--- src/rtl/tilt_stabilization_filter_core_assert.svh ---
// Assertion macros for the tilt stabilization filter core.
// Define ASSERT_OFF to compile the checks out.
`ifndef TILT_STABILIZATION_FILTER_CORE_ASSERT_SVH
`define TILT_STABILIZATION_FILTER_CORE_ASSERT_SVH

`ifndef ASSERT_OFF

// Same-cycle implication, sampled on the rising clock edge.
`define TSF_ASSERT_IMP(lbl, clk, rstn, ante, cons) \
    lbl: assert property (@(posedge clk) disable iff (!rstn) (ante) |-> (cons)) \
        else $error("tsf: same-cycle check failed");

// Next-cycle implication, sampled on the rising clock edge.
`define TSF_ASSERT_NXT(lbl, clk, rstn, ante, cons) \
    lbl: assert property (@(posedge clk) disable iff (!rstn) (ante) |=> (cons)) \
        else $error("tsf: next-cycle check failed");

`else

`define TSF_ASSERT_IMP(lbl, clk, rstn, ante, cons)
`define TSF_ASSERT_NXT(lbl, clk, rstn, ante, cons)

`endif

`endif

--- src/rtl/tsf_pkg.sv ---
package tsf_pkg;

    // Sequencer states
    typedef enum logic [2:0] {
        S_IDLE,
        S_DIV,
        S_RAD_ROLL,
        S_RAD_PITCH,
        S_DIFF,
        S_BLEND_ROLL,
        S_BLEND_PITCH,
        S_DONE
    } tsf_state_t;

    // Configuration register indexes
    localparam logic [1:0] CFG_DEADBAND = 2'd0;
    localparam logic [1:0] CFG_MAX_TILT = 2'd1;
    localparam logic [1:0] CFG_TAU      = 2'd2;
    localparam logic [1:0] CFG_SWAP     = 2'd3;

    // Configuration reset values
    localparam logic [14:0] DEADBAND_RST = 15'd512;
    localparam logic [14:0] MAX_TILT_RST = 15'd5120;
    localparam logic [13:0] TAU_RST      = 14'd200;

    // Time step handling, ms
    localparam logic [5:0] DT_DEFAULT_MS = 6'd20;
    localparam logic [5:0] DT_MAX_MS     = 6'd50;

    // round(pi/180 * 2^32)
    localparam logic [26:0] DEG2RAD_Q32 = 27'd74961321;

    // Alpha divider: 22-bit dividend, one quotient bit per step
    localparam int unsigned DIV_WIDTH = 22;
    localparam logic [4:0]  DIV_LAST  = 5'(DIV_WIDTH - 1);

    localparam logic signed [21:0] OUT_MAX = 22'sd524287;
    localparam logic signed [21:0] OUT_MIN = -22'sd524288;

endpackage

--- src/rtl/tilt_stabilization_filter_core.sv ---
// Tilt stabilization filter core: deadband, clamp and first-order low-pass.
// A new sample is accepted only in the idle state, after the previous result has
// been handed to the output register; each one runs through the 22-step restoring
// divider that forms alpha and the shared 21x27 multiplier used four times.
// Reset (aresetn low, synchronous): filter state and timestamp cleared,
// configuration registers return to their defaults, output channel empty.
`include "tilt_stabilization_filter_core_assert.svh"

module tilt_stabilization_filter_core
    import tsf_pkg::*;
(
    input  logic               aclk,
    input  logic               aresetn,

    // configuration write channel
    input  logic               cfg_valid,
    output logic               cfg_ready,
    input  logic [1:0]         cfg_index,
    input  logic [14:0]        cfg_data,

    // input channel
    input  logic               s_valid,
    output logic               s_ready,
    input  logic signed [15:0] s_roll_deg,
    input  logic signed [15:0] s_pitch_deg,
    input  logic [31:0]        s_now_ms,

    // result channel
    output logic               m_valid,
    input  logic               m_ready,
    output logic signed [19:0] m_body_pitch_rad,
    output logic signed [19:0] m_body_roll_rad
);

    // ------------------------------------------------------------------
    // Helpers
    // ------------------------------------------------------------------

    // Zero an axis inside the deadband, then clamp it to +/- lim.
    function automatic logic signed [15:0] shape_axis(
        input logic signed [15:0] x,
        input logic [14:0]        db,
        input logic [14:0]        lim
    );
        logic signed [16:0] xe;
        logic signed [16:0] neg_x;
        logic [16:0]        mag;
        logic signed [16:0] lims;
        logic signed [16:0] res;
        xe    = {x[15], x};
        neg_x = -xe;
        mag   = xe[16] ? neg_x : xe;
        lims  = $signed({2'b00, lim});
        res   = (mag < {2'b00, db}) ? '0 : xe;
        if (res > lims) begin
            res = lims;
        end else if (res < -lims) begin
            res = -lims;
        end
        return res[15:0];
    endfunction

    // Magnitude of a shaped axis (range is +/-32767, so 15 bits suffice).
    function automatic logic [14:0] axis_mag(input logic signed [15:0] x);
        logic signed [15:0] neg_x;
        neg_x = -x;
        return x[15] ? neg_x[14:0] : x[14:0];
    endfunction

    // Apply a rounded step to the filter state and saturate to 20 bits.
    function automatic logic signed [19:0] blend_update(
        input logic signed [19:0] y,
        input logic               neg,
        input logic [47:0]        prod
    );
        logic [20:0]        step;
        logic signed [21:0] y22;
        logic signed [21:0] sum;
        step = prod[36:16] + {20'b0, prod[15]};
        y22  = {{2{y[19]}}, y};
        sum  = neg ? (y22 - $signed({1'b0, step})) : (y22 + $signed({1'b0, step}));
        if (sum > OUT_MAX) begin
            sum = OUT_MAX;
        end else if (sum < OUT_MIN) begin
            sum = OUT_MIN;
        end
        return sum[19:0];
    endfunction

    // Rounded radians from a degree product, with the axis sign restored.
    function automatic logic signed [18:0] rad_target(
        input logic        neg,
        input logic [47:0] prod
    );
        logic [17:0]        r;
        logic signed [18:0] rs;
        r  = prod[41:24] + {17'b0, prod[23]};
        rs = $signed({1'b0, r});
        return neg ? -rs : rs;
    endfunction

    // ------------------------------------------------------------------
    // Configuration registers: always ready; user must write only when idle
    // ------------------------------------------------------------------
    logic [14:0] deadband_reg;
    logic [14:0] max_tilt_reg;
    logic [13:0] tau_reg;
    logic        swap_reg;

    assign cfg_ready = 1'b1;

    always_ff @(posedge aclk) begin
        if (!aresetn) begin
            deadband_reg <= DEADBAND_RST;
            max_tilt_reg <= MAX_TILT_RST;
            tau_reg      <= TAU_RST;
            swap_reg     <= 1'b0;
        end else if (cfg_valid && cfg_ready) begin
            unique case (cfg_index)
                CFG_DEADBAND: deadband_reg <= cfg_data;
                CFG_MAX_TILT: max_tilt_reg <= cfg_data;
                CFG_TAU:      tau_reg      <= cfg_data[13:0];
                CFG_SWAP:     swap_reg     <= cfg_data[0];
                default:      ;
            endcase
        end
    end

    // ------------------------------------------------------------------
    // Sequencer
    // ------------------------------------------------------------------
    tsf_state_t state_reg, state_next;
    logic [4:0] div_cnt_reg;

    logic       accept;
    logic       out_free;

    // control decoded from the state
    logic       div_step;
    logic       mul_en;
    logic       load_alpha;
    logic       load_tgt_roll;
    logic       load_diff;
    logic       upd_roll;
    logic       finish;

    assign accept   = s_valid && s_ready;
    assign out_free = !m_valid || m_ready;

    always_comb begin
        state_next = state_reg;
        unique case (state_reg)
            S_IDLE: begin
                if (s_valid) state_next = S_DIV;
            end
            S_DIV: begin
                if (div_cnt_reg == DIV_LAST) state_next = S_RAD_ROLL;
            end
            S_RAD_ROLL:    state_next = S_RAD_PITCH;
            S_RAD_PITCH:   state_next = S_DIFF;
            S_DIFF:        state_next = S_BLEND_ROLL;
            S_BLEND_ROLL:  state_next = S_BLEND_PITCH;
            S_BLEND_PITCH: state_next = S_DONE;
            S_DONE: begin
                // hold the finished result until the output register is free
                if (out_free) state_next = S_IDLE;
            end
            default:       state_next = S_IDLE;
        endcase
    end

    always_comb begin
        s_ready       = 1'b0;
        div_step      = 1'b0;
        mul_en        = 1'b0;
        load_alpha    = 1'b0;
        load_tgt_roll = 1'b0;
        load_diff     = 1'b0;
        upd_roll      = 1'b0;
        finish        = 1'b0;
        unique case (state_reg)
            S_IDLE:        s_ready = 1'b1;
            S_DIV:         div_step = 1'b1;
            S_RAD_ROLL: begin
                mul_en     = 1'b1;
                load_alpha = 1'b1;
            end
            S_RAD_PITCH: begin
                mul_en        = 1'b1;
                load_tgt_roll = 1'b1;
            end
            S_DIFF:        load_diff = 1'b1;
            S_BLEND_ROLL:  mul_en = 1'b1;
            S_BLEND_PITCH: begin
                mul_en   = 1'b1;
                upd_roll = 1'b1;
            end
            S_DONE:        finish = out_free;
            default:       ;
        endcase
    end

    always_ff @(posedge aclk) begin
        if (!aresetn) begin
            state_reg   <= S_IDLE;
            div_cnt_reg <= '0;
        end else begin
            state_reg <= state_next;
            if (accept) begin
                div_cnt_reg <= '0;
            end else if (div_step) begin
                div_cnt_reg <= div_cnt_reg + 5'd1;
            end
        end
    end

    // ------------------------------------------------------------------
    // Intake: axis swap, deadband, clamp, time step
    // ------------------------------------------------------------------
    logic signed [15:0] roll_sel, pitch_sel;
    logic signed [15:0] roll_shaped, pitch_shaped;
    logic [31:0]        elapsed;
    logic [5:0]         dt;
    logic [14:0]        den_in;
    logic [21:0]        num_in;

    assign roll_sel     = swap_reg ? s_pitch_deg : s_roll_deg;
    assign pitch_sel    = swap_reg ? s_roll_deg  : s_pitch_deg;
    assign roll_shaped  = shape_axis(roll_sel,  deadband_reg, max_tilt_reg);
    assign pitch_shaped = shape_axis(pitch_sel, deadband_reg, max_tilt_reg);

    // A stored timestamp of zero means no previous sample.
    logic [31:0] last_time_reg;

    assign elapsed = s_now_ms - last_time_reg;

    always_comb begin
        if (last_time_reg == '0) begin
            dt = DT_DEFAULT_MS;
        end else if (elapsed > 32'(DT_MAX_MS)) begin
            dt = DT_MAX_MS;
        end else begin
            dt = elapsed[5:0];
        end
    end

    // alpha = (dt * 2^16 + den/2) / den
    assign den_in = {1'b0, tau_reg} + 15'(dt);
    assign num_in = {dt, 16'b0} + 22'(den_in[14:1]);

    logic              roll_neg_reg, pitch_neg_reg;
    logic [14:0]       roll_mag_reg, pitch_mag_reg;

    always_ff @(posedge aclk) begin
        if (!aresetn) begin
            last_time_reg <= '0;
        end else if (accept) begin
            last_time_reg <= s_now_ms;
        end
    end

    always_ff @(posedge aclk) begin
        if (accept) begin
            roll_neg_reg  <= roll_shaped[15];
            pitch_neg_reg <= pitch_shaped[15];
            roll_mag_reg  <= axis_mag(roll_shaped);
            pitch_mag_reg <= axis_mag(pitch_shaped);
        end
    end

    // ------------------------------------------------------------------
    // Restoring divider: one quotient bit per cycle. The dividend shifts
    // out of quo_reg from the top while quotient bits shift in below.
    // ------------------------------------------------------------------
    logic [14:0] den_reg;
    logic [14:0] rem_reg;
    logic [21:0] quo_reg;
    logic [15:0] trial;
    logic        trial_ge;
    logic [15:0] trial_diff;

    assign trial      = {rem_reg, quo_reg[21]};
    assign trial_ge   = trial >= {1'b0, den_reg};
    assign trial_diff = trial - {1'b0, den_reg};

    always_ff @(posedge aclk) begin
        if (accept) begin
            den_reg <= den_in;
            rem_reg <= '0;
            quo_reg <= num_in;
        end else if (div_step) begin
            rem_reg <= trial_ge ? trial_diff[14:0] : trial[14:0];
            quo_reg <= {quo_reg[20:0], trial_ge};
        end
    end

    // Saturate alpha to Q0.16; a zero divisor gives zero.
    logic [15:0] alpha_reg;
    logic [15:0] alpha_next;

    always_comb begin
        if (den_reg == '0) begin
            alpha_next = '0;
        end else if (quo_reg[21:16] != '0) begin
            alpha_next = '1;
        end else begin
            alpha_next = quo_reg[15:0];
        end
    end

    always_ff @(posedge aclk) begin
        if (load_alpha) alpha_reg <= alpha_next;
    end

    // ------------------------------------------------------------------
    // Shared multiplier: degree-to-radian scaling, then the blend steps.
    // ------------------------------------------------------------------
    logic [20:0] mul_a;
    logic [26:0] mul_b;
    logic [47:0] prod_reg;

    logic              dr_neg_reg, dp_neg_reg;
    logic [20:0]       dr_mag_reg, dp_mag_reg;

    always_comb begin
        mul_a = '0;
        mul_b = '0;
        case (state_reg)
            S_RAD_ROLL: begin
                mul_a = 21'(roll_mag_reg);
                mul_b = DEG2RAD_Q32;
            end
            S_RAD_PITCH: begin
                mul_a = 21'(pitch_mag_reg);
                mul_b = DEG2RAD_Q32;
            end
            S_BLEND_ROLL: begin
                mul_a = dr_mag_reg;
                mul_b = 27'(alpha_reg);
            end
            S_BLEND_PITCH: begin
                mul_a = dp_mag_reg;
                mul_b = 27'(alpha_reg);
            end
            default: ;
        endcase
    end

    always_ff @(posedge aclk) begin
        if (mul_en) prod_reg <= 48'(mul_a) * 48'(mul_b);
    end

    // ------------------------------------------------------------------
    // Targets and differences against the stored filter state
    // ------------------------------------------------------------------
    logic signed [18:0] tgt_roll_reg;
    logic signed [18:0] tgt_pitch;
    logic signed [19:0] roll_f_reg, pitch_f_reg;
    logic signed [20:0] diff_roll, diff_pitch;
    logic signed [20:0] ndiff_roll, ndiff_pitch;

    assign tgt_pitch   = rad_target(pitch_neg_reg, prod_reg);
    assign diff_roll   = {{2{tgt_roll_reg[18]}}, tgt_roll_reg} - {roll_f_reg[19], roll_f_reg};
    assign diff_pitch  = {{2{tgt_pitch[18]}}, tgt_pitch} - {pitch_f_reg[19], pitch_f_reg};
    assign ndiff_roll  = -diff_roll;
    assign ndiff_pitch = -diff_pitch;

    always_ff @(posedge aclk) begin
        if (load_tgt_roll) tgt_roll_reg <= rad_target(roll_neg_reg, prod_reg);
        if (load_diff) begin
            dr_neg_reg <= diff_roll[20];
            dp_neg_reg <= diff_pitch[20];
            dr_mag_reg <= diff_roll[20]  ? ndiff_roll  : diff_roll;
            dp_mag_reg <= diff_pitch[20] ? ndiff_pitch : diff_pitch;
        end
    end

    // Filter state; advance roll first, pitch when the result is handed over.
    always_ff @(posedge aclk) begin
        if (!aresetn) begin
            roll_f_reg  <= '0;
            pitch_f_reg <= '0;
        end else begin
            if (upd_roll) roll_f_reg  <= blend_update(roll_f_reg, dr_neg_reg, prod_reg);
            if (finish)   pitch_f_reg <= blend_update(pitch_f_reg, dp_neg_reg, prod_reg);
        end
    end

    // ------------------------------------------------------------------
    // Output register
    // ------------------------------------------------------------------
    logic               m_valid_reg;
    logic signed [19:0] m_pitch_reg, m_roll_reg;

    always_ff @(posedge aclk) begin
        if (!aresetn) begin
            m_valid_reg <= 1'b0;
        end else if (finish) begin
            m_valid_reg <= 1'b1;
        end else if (m_ready) begin
            m_valid_reg <= 1'b0;
        end
    end

    always_ff @(posedge aclk) begin
        if (finish) begin
            m_pitch_reg <= blend_update(pitch_f_reg, dp_neg_reg, prod_reg);
            m_roll_reg  <= roll_f_reg;
        end
    end

    assign m_valid          = m_valid_reg;
    assign m_body_pitch_rad = m_pitch_reg;
    assign m_body_roll_rad  = m_roll_reg;

    // ------------------------------------------------------------------
    // Assertions
    // ------------------------------------------------------------------
    `TSF_ASSERT_NXT(a_accept_starts_div, aclk, aresetn, accept, state_reg == S_DIV)
    `TSF_ASSERT_NXT(a_div_ends, aclk, aresetn, (state_reg == S_DIV) && (div_cnt_reg == DIV_LAST), state_reg == S_RAD_ROLL)
    `TSF_ASSERT_NXT(a_done_holds, aclk, aresetn, (state_reg == S_DONE) && m_valid && !m_ready, state_reg == S_DONE)
    `TSF_ASSERT_IMP(a_result_from_done, aclk, aresetn, $rose(m_valid_reg), $past(state_reg) == S_DONE)

endmodule
--- config.mk ---
export PLATFORM = sky130hd
export DESIGN_NAME = tilt_stabilization_filter_core
export DESIGN_NICKNAME = d
export VERILOG_FILES = /design/src/rtl/tsf_pkg.sv /design/src/rtl/tilt_stabilization_filter_core.sv
export VERILOG_INCLUDE_DIRS = /design/src /design/src/rtl
export SDC_FILE = /design/constraint.sdc
export NUM_CORES = 2
export LEC_CHECK = 0
export CAP_MARGIN = 10
export CORE_ASPECT_RATIO = 1.5
export CORE_MARGIN = 3
export CORE_UTILIZATION = 60
export DETAILED_ROUTE_END_ITERATION = 16
export DONT_BUFFER_PORTS = 1
export MAX_ROUTING_LAYER = met4
export PLACE_DENSITY = 0.8
export SKIP_CTS_REPAIR_TIMING = 1
export SLEW_MARGIN = 20
export SYNTH_ARGS = -nofsm -noshare
export SYNTH_HDL_FRONTEND = slang
export SYNTH_SLANG_ARGS = --single-unit
--- constraint.sdc ---
create_clock -name aclk -period 12.3 [get_ports aclk]
set_clock_uncertainty 0.15 [all_clocks]
set_input_delay 1.23 -clock aclk [delete_from_list [all_inputs] [get_ports aclk]]
set_output_delay 1.23 -clock aclk [all_outputs]
set_load 0.05 [all_outputs]
==> out/metrics.csv <==
metric,value,unit
outcome,"complete, no violations",
drt_iter0_drc,2739,
grt_pass1_wl,196,mm
dp_slack,2.24,ns
cp-startpoint,state_reg[1],
drv_slew,0,
synth-main-ff-cell,edfxtp_1,
grtUsageTotal,34.9,%
setup_viol,0,
avgSynthCellArea,8.69,µm²
min_period,10.31,ns
final_common_cell,nand2_1,
setup_tns,0,ns
syn2layout_area_growth,5.04,%
syn_inst,4883,
synthArstFlopShare,0,%
fmax,97.0,MHz
gp_congestion,1.02,
drv_cap,0,
crit_fanout,21,
antenna_found_initial,1,
tightest_slew,1.09,ns
fin_crit_sh,83.8,%
drive_above_1_share,4.70,%
via_count,35100,
wl_per_cell,22.1,µm
fin_ws,1.99,ns
ys_seq_area_share,21.9,%
cts_htree_levels,2,
first_pass_iters,6,
clk_pin_slew_worst_paths,0.07,ns
cp-start-kind,flip-flop,
initial_core_util,61.0,%
hold_viol_final,0,
grt-ovfl-total,0,
endpoint_kind,flip-flop,
final_nets,5683,
p_leak,19.9,nW
synth.distinct_cells,117,
synth_edf_count,215,
arrival,10.47,ns
core,69500,µm²
drc_errors,0,
grt_max_degree,78,
yosys_warnings,0,
die_area,74000,µm²
relSlewSlack,27.5,%
cts-root-buf,clkbuf_16,
largest_reg_flops,32,
placed_area,43200,µm²
pin_count,129,
synth_area,42400,µm²
clk_latency,0.59,ns
layout_common_cells,"nand2_1, inv_1, nor2_1",
final_area,44600,µm²
regToRegStartpoint,state_reg[1],
min_path_type,flip-flop to flip-flop,
cts_buffers,39,
die_w,223,µm
via_per_inst,6.11,
worstPathRequired,12.46,ns
worstSetupPathType,flip-flop to flip-flop,
cts.path.max_buffers,3,
grt_pass1_vias,36000,
ys_seq_elements,356,
cts_tree,done,
clock-sinks,356,
cellPowerDensity,89.4,nW/µm²
ir_worst_vdd,0.115,mV
drt_wl_total,127,mm
min_from,deadband_reg[12],
dieHeight,332,µm
io_buffer_count,0,
ant_nets,0,
rsz0062_at_grt,no,
dp_hpwl,103,mm
num_rows,118,
routing by layer:
layer / track usage, % / up-vias / wire [µm]
li1: - / 16300 / -
met3: 4.73 / 527 / 8120
met2: 61.0 / 1434 / 64900
met1: 35.9 / 16900 / 43100
met5: - / - / 0
met4: 24.8 / 0 / 11100
final timing paths:
check | end | slack (ns) | cells past startpoint
worst max-delay path | prod_reg[41] | 1.99 | 27
worst min-delay path | deadband_reg[12] | 0.31 | 2
worst max register to register | prod_reg[41] | 1.99 | 27
worst min register to register | deadband_reg[12] | 0.31 | 2
power breakdown:
part | internal (mW) | switching, mW | leakage, nW
clock network | 0.696 | 0.522 | 0.640
logic | 0.529 | 0.795 | 16.1
registers | 1.38 | 0.0619 | 3.16
total | 2.60 | 1.38 | 19.9
synth_stat cells (all sizes together) (23+ instances only):
cell type,n,share of area (%)
nor3,79,0.97
o21a,59,1.0
nand4,46,0.71
fa,389,18
ha,391,12
buf,49,0.71
nand3,75,0.94
o21ai,193,2.3
inv,660,5.8
o31ai,25,0.47
a21o,74,1.3
a21oi,272,3.4
nor4,30,0.58
nor2,405,3.6
a31oi,34,0.50
a22oi,26,0.46
nand2b,37,0.55
xor2,148,3.1
clkbuf,127,1.1
and3,29,0.44
nand2,679,6.0
xnor2,191,4.0
mux2i,73,1.7
o21bai,23,0.41
a211oi,30,0.54
nor2b,34,0.51
dfxtp,141,6.7
edfxtp,215,15
and2,52,0.77
critical path, cell delays in order (launching register included):
cell and delay [ns]:
dfxtp_1 0.64, nand2b_1 0.64, nor2_1 0.74, a221o_1 0.86, nand2_1 0.18, fa_1 0.54, inv_1 0.05, fa_1 0.49
inv_1 0.05, fa_1 0.56, inv_1 0.09, fa_1 0.52, fa_1 0.53, fa_1 0.57, inv_1 0.06, fa_1 0.49
inv_1 0.04, ha_1 0.35, nand2_1 0.09, nor4_1 0.35, o21ai_0 0.17, o211ai_1 0.53, a31oi_1 0.30, o221ai_1 0.35
o41ai_1 0.17, o21bai_1 0.23, a21oi_1 0.13, xnor2_1 0.13
layout make-up:
class                      count  area, µm²
inverter                     660       2480
clock buffer                  47       1070
antenna                        1       2.50
multi-input combinational   3718      30000
clock inverter                25        251
sequential                   356       9280
fill                        5945      25000
tap                          900       1130
timing repair buffer          42        315
through the flow:
| stage | utilization [%] | total power, mW | hold slack (ns) | cells |
|---|---|---|---|---|
| 2_1_floorplan | - | 2.43 | 0.286 | 4910 |
| 3_3_place_gp | 62.2 | 2.73 | 0.292 | 5676 |
| 3_5_place_dp | 62.2 | 2.76 | 0.301 | 5676 |
| 4_1_cts | 64.1 | 3.98 | 0.309 | 5748 |
| 5_1_grt | 64.1 | 4.19 | 0.331 | 5748 |
| 6_report | 64.1 | 3.98 | 0.306 | 5749 |
kinds of logic after synthesis:
kind of cell | share of synthesized area (%)
XOR/XNOR | 7.05
multiplexers | 2.25
AND/OR/NAND/NOR | 16.8
flip-flops | 21.9
adder cells (fa/ha/maj) | 29.9
other | 0.0177
buffers and inverters | 7.68
AO/OA/AOI/OAI | 14.5
Note: power is estimated with default switching activity, not from simulation.
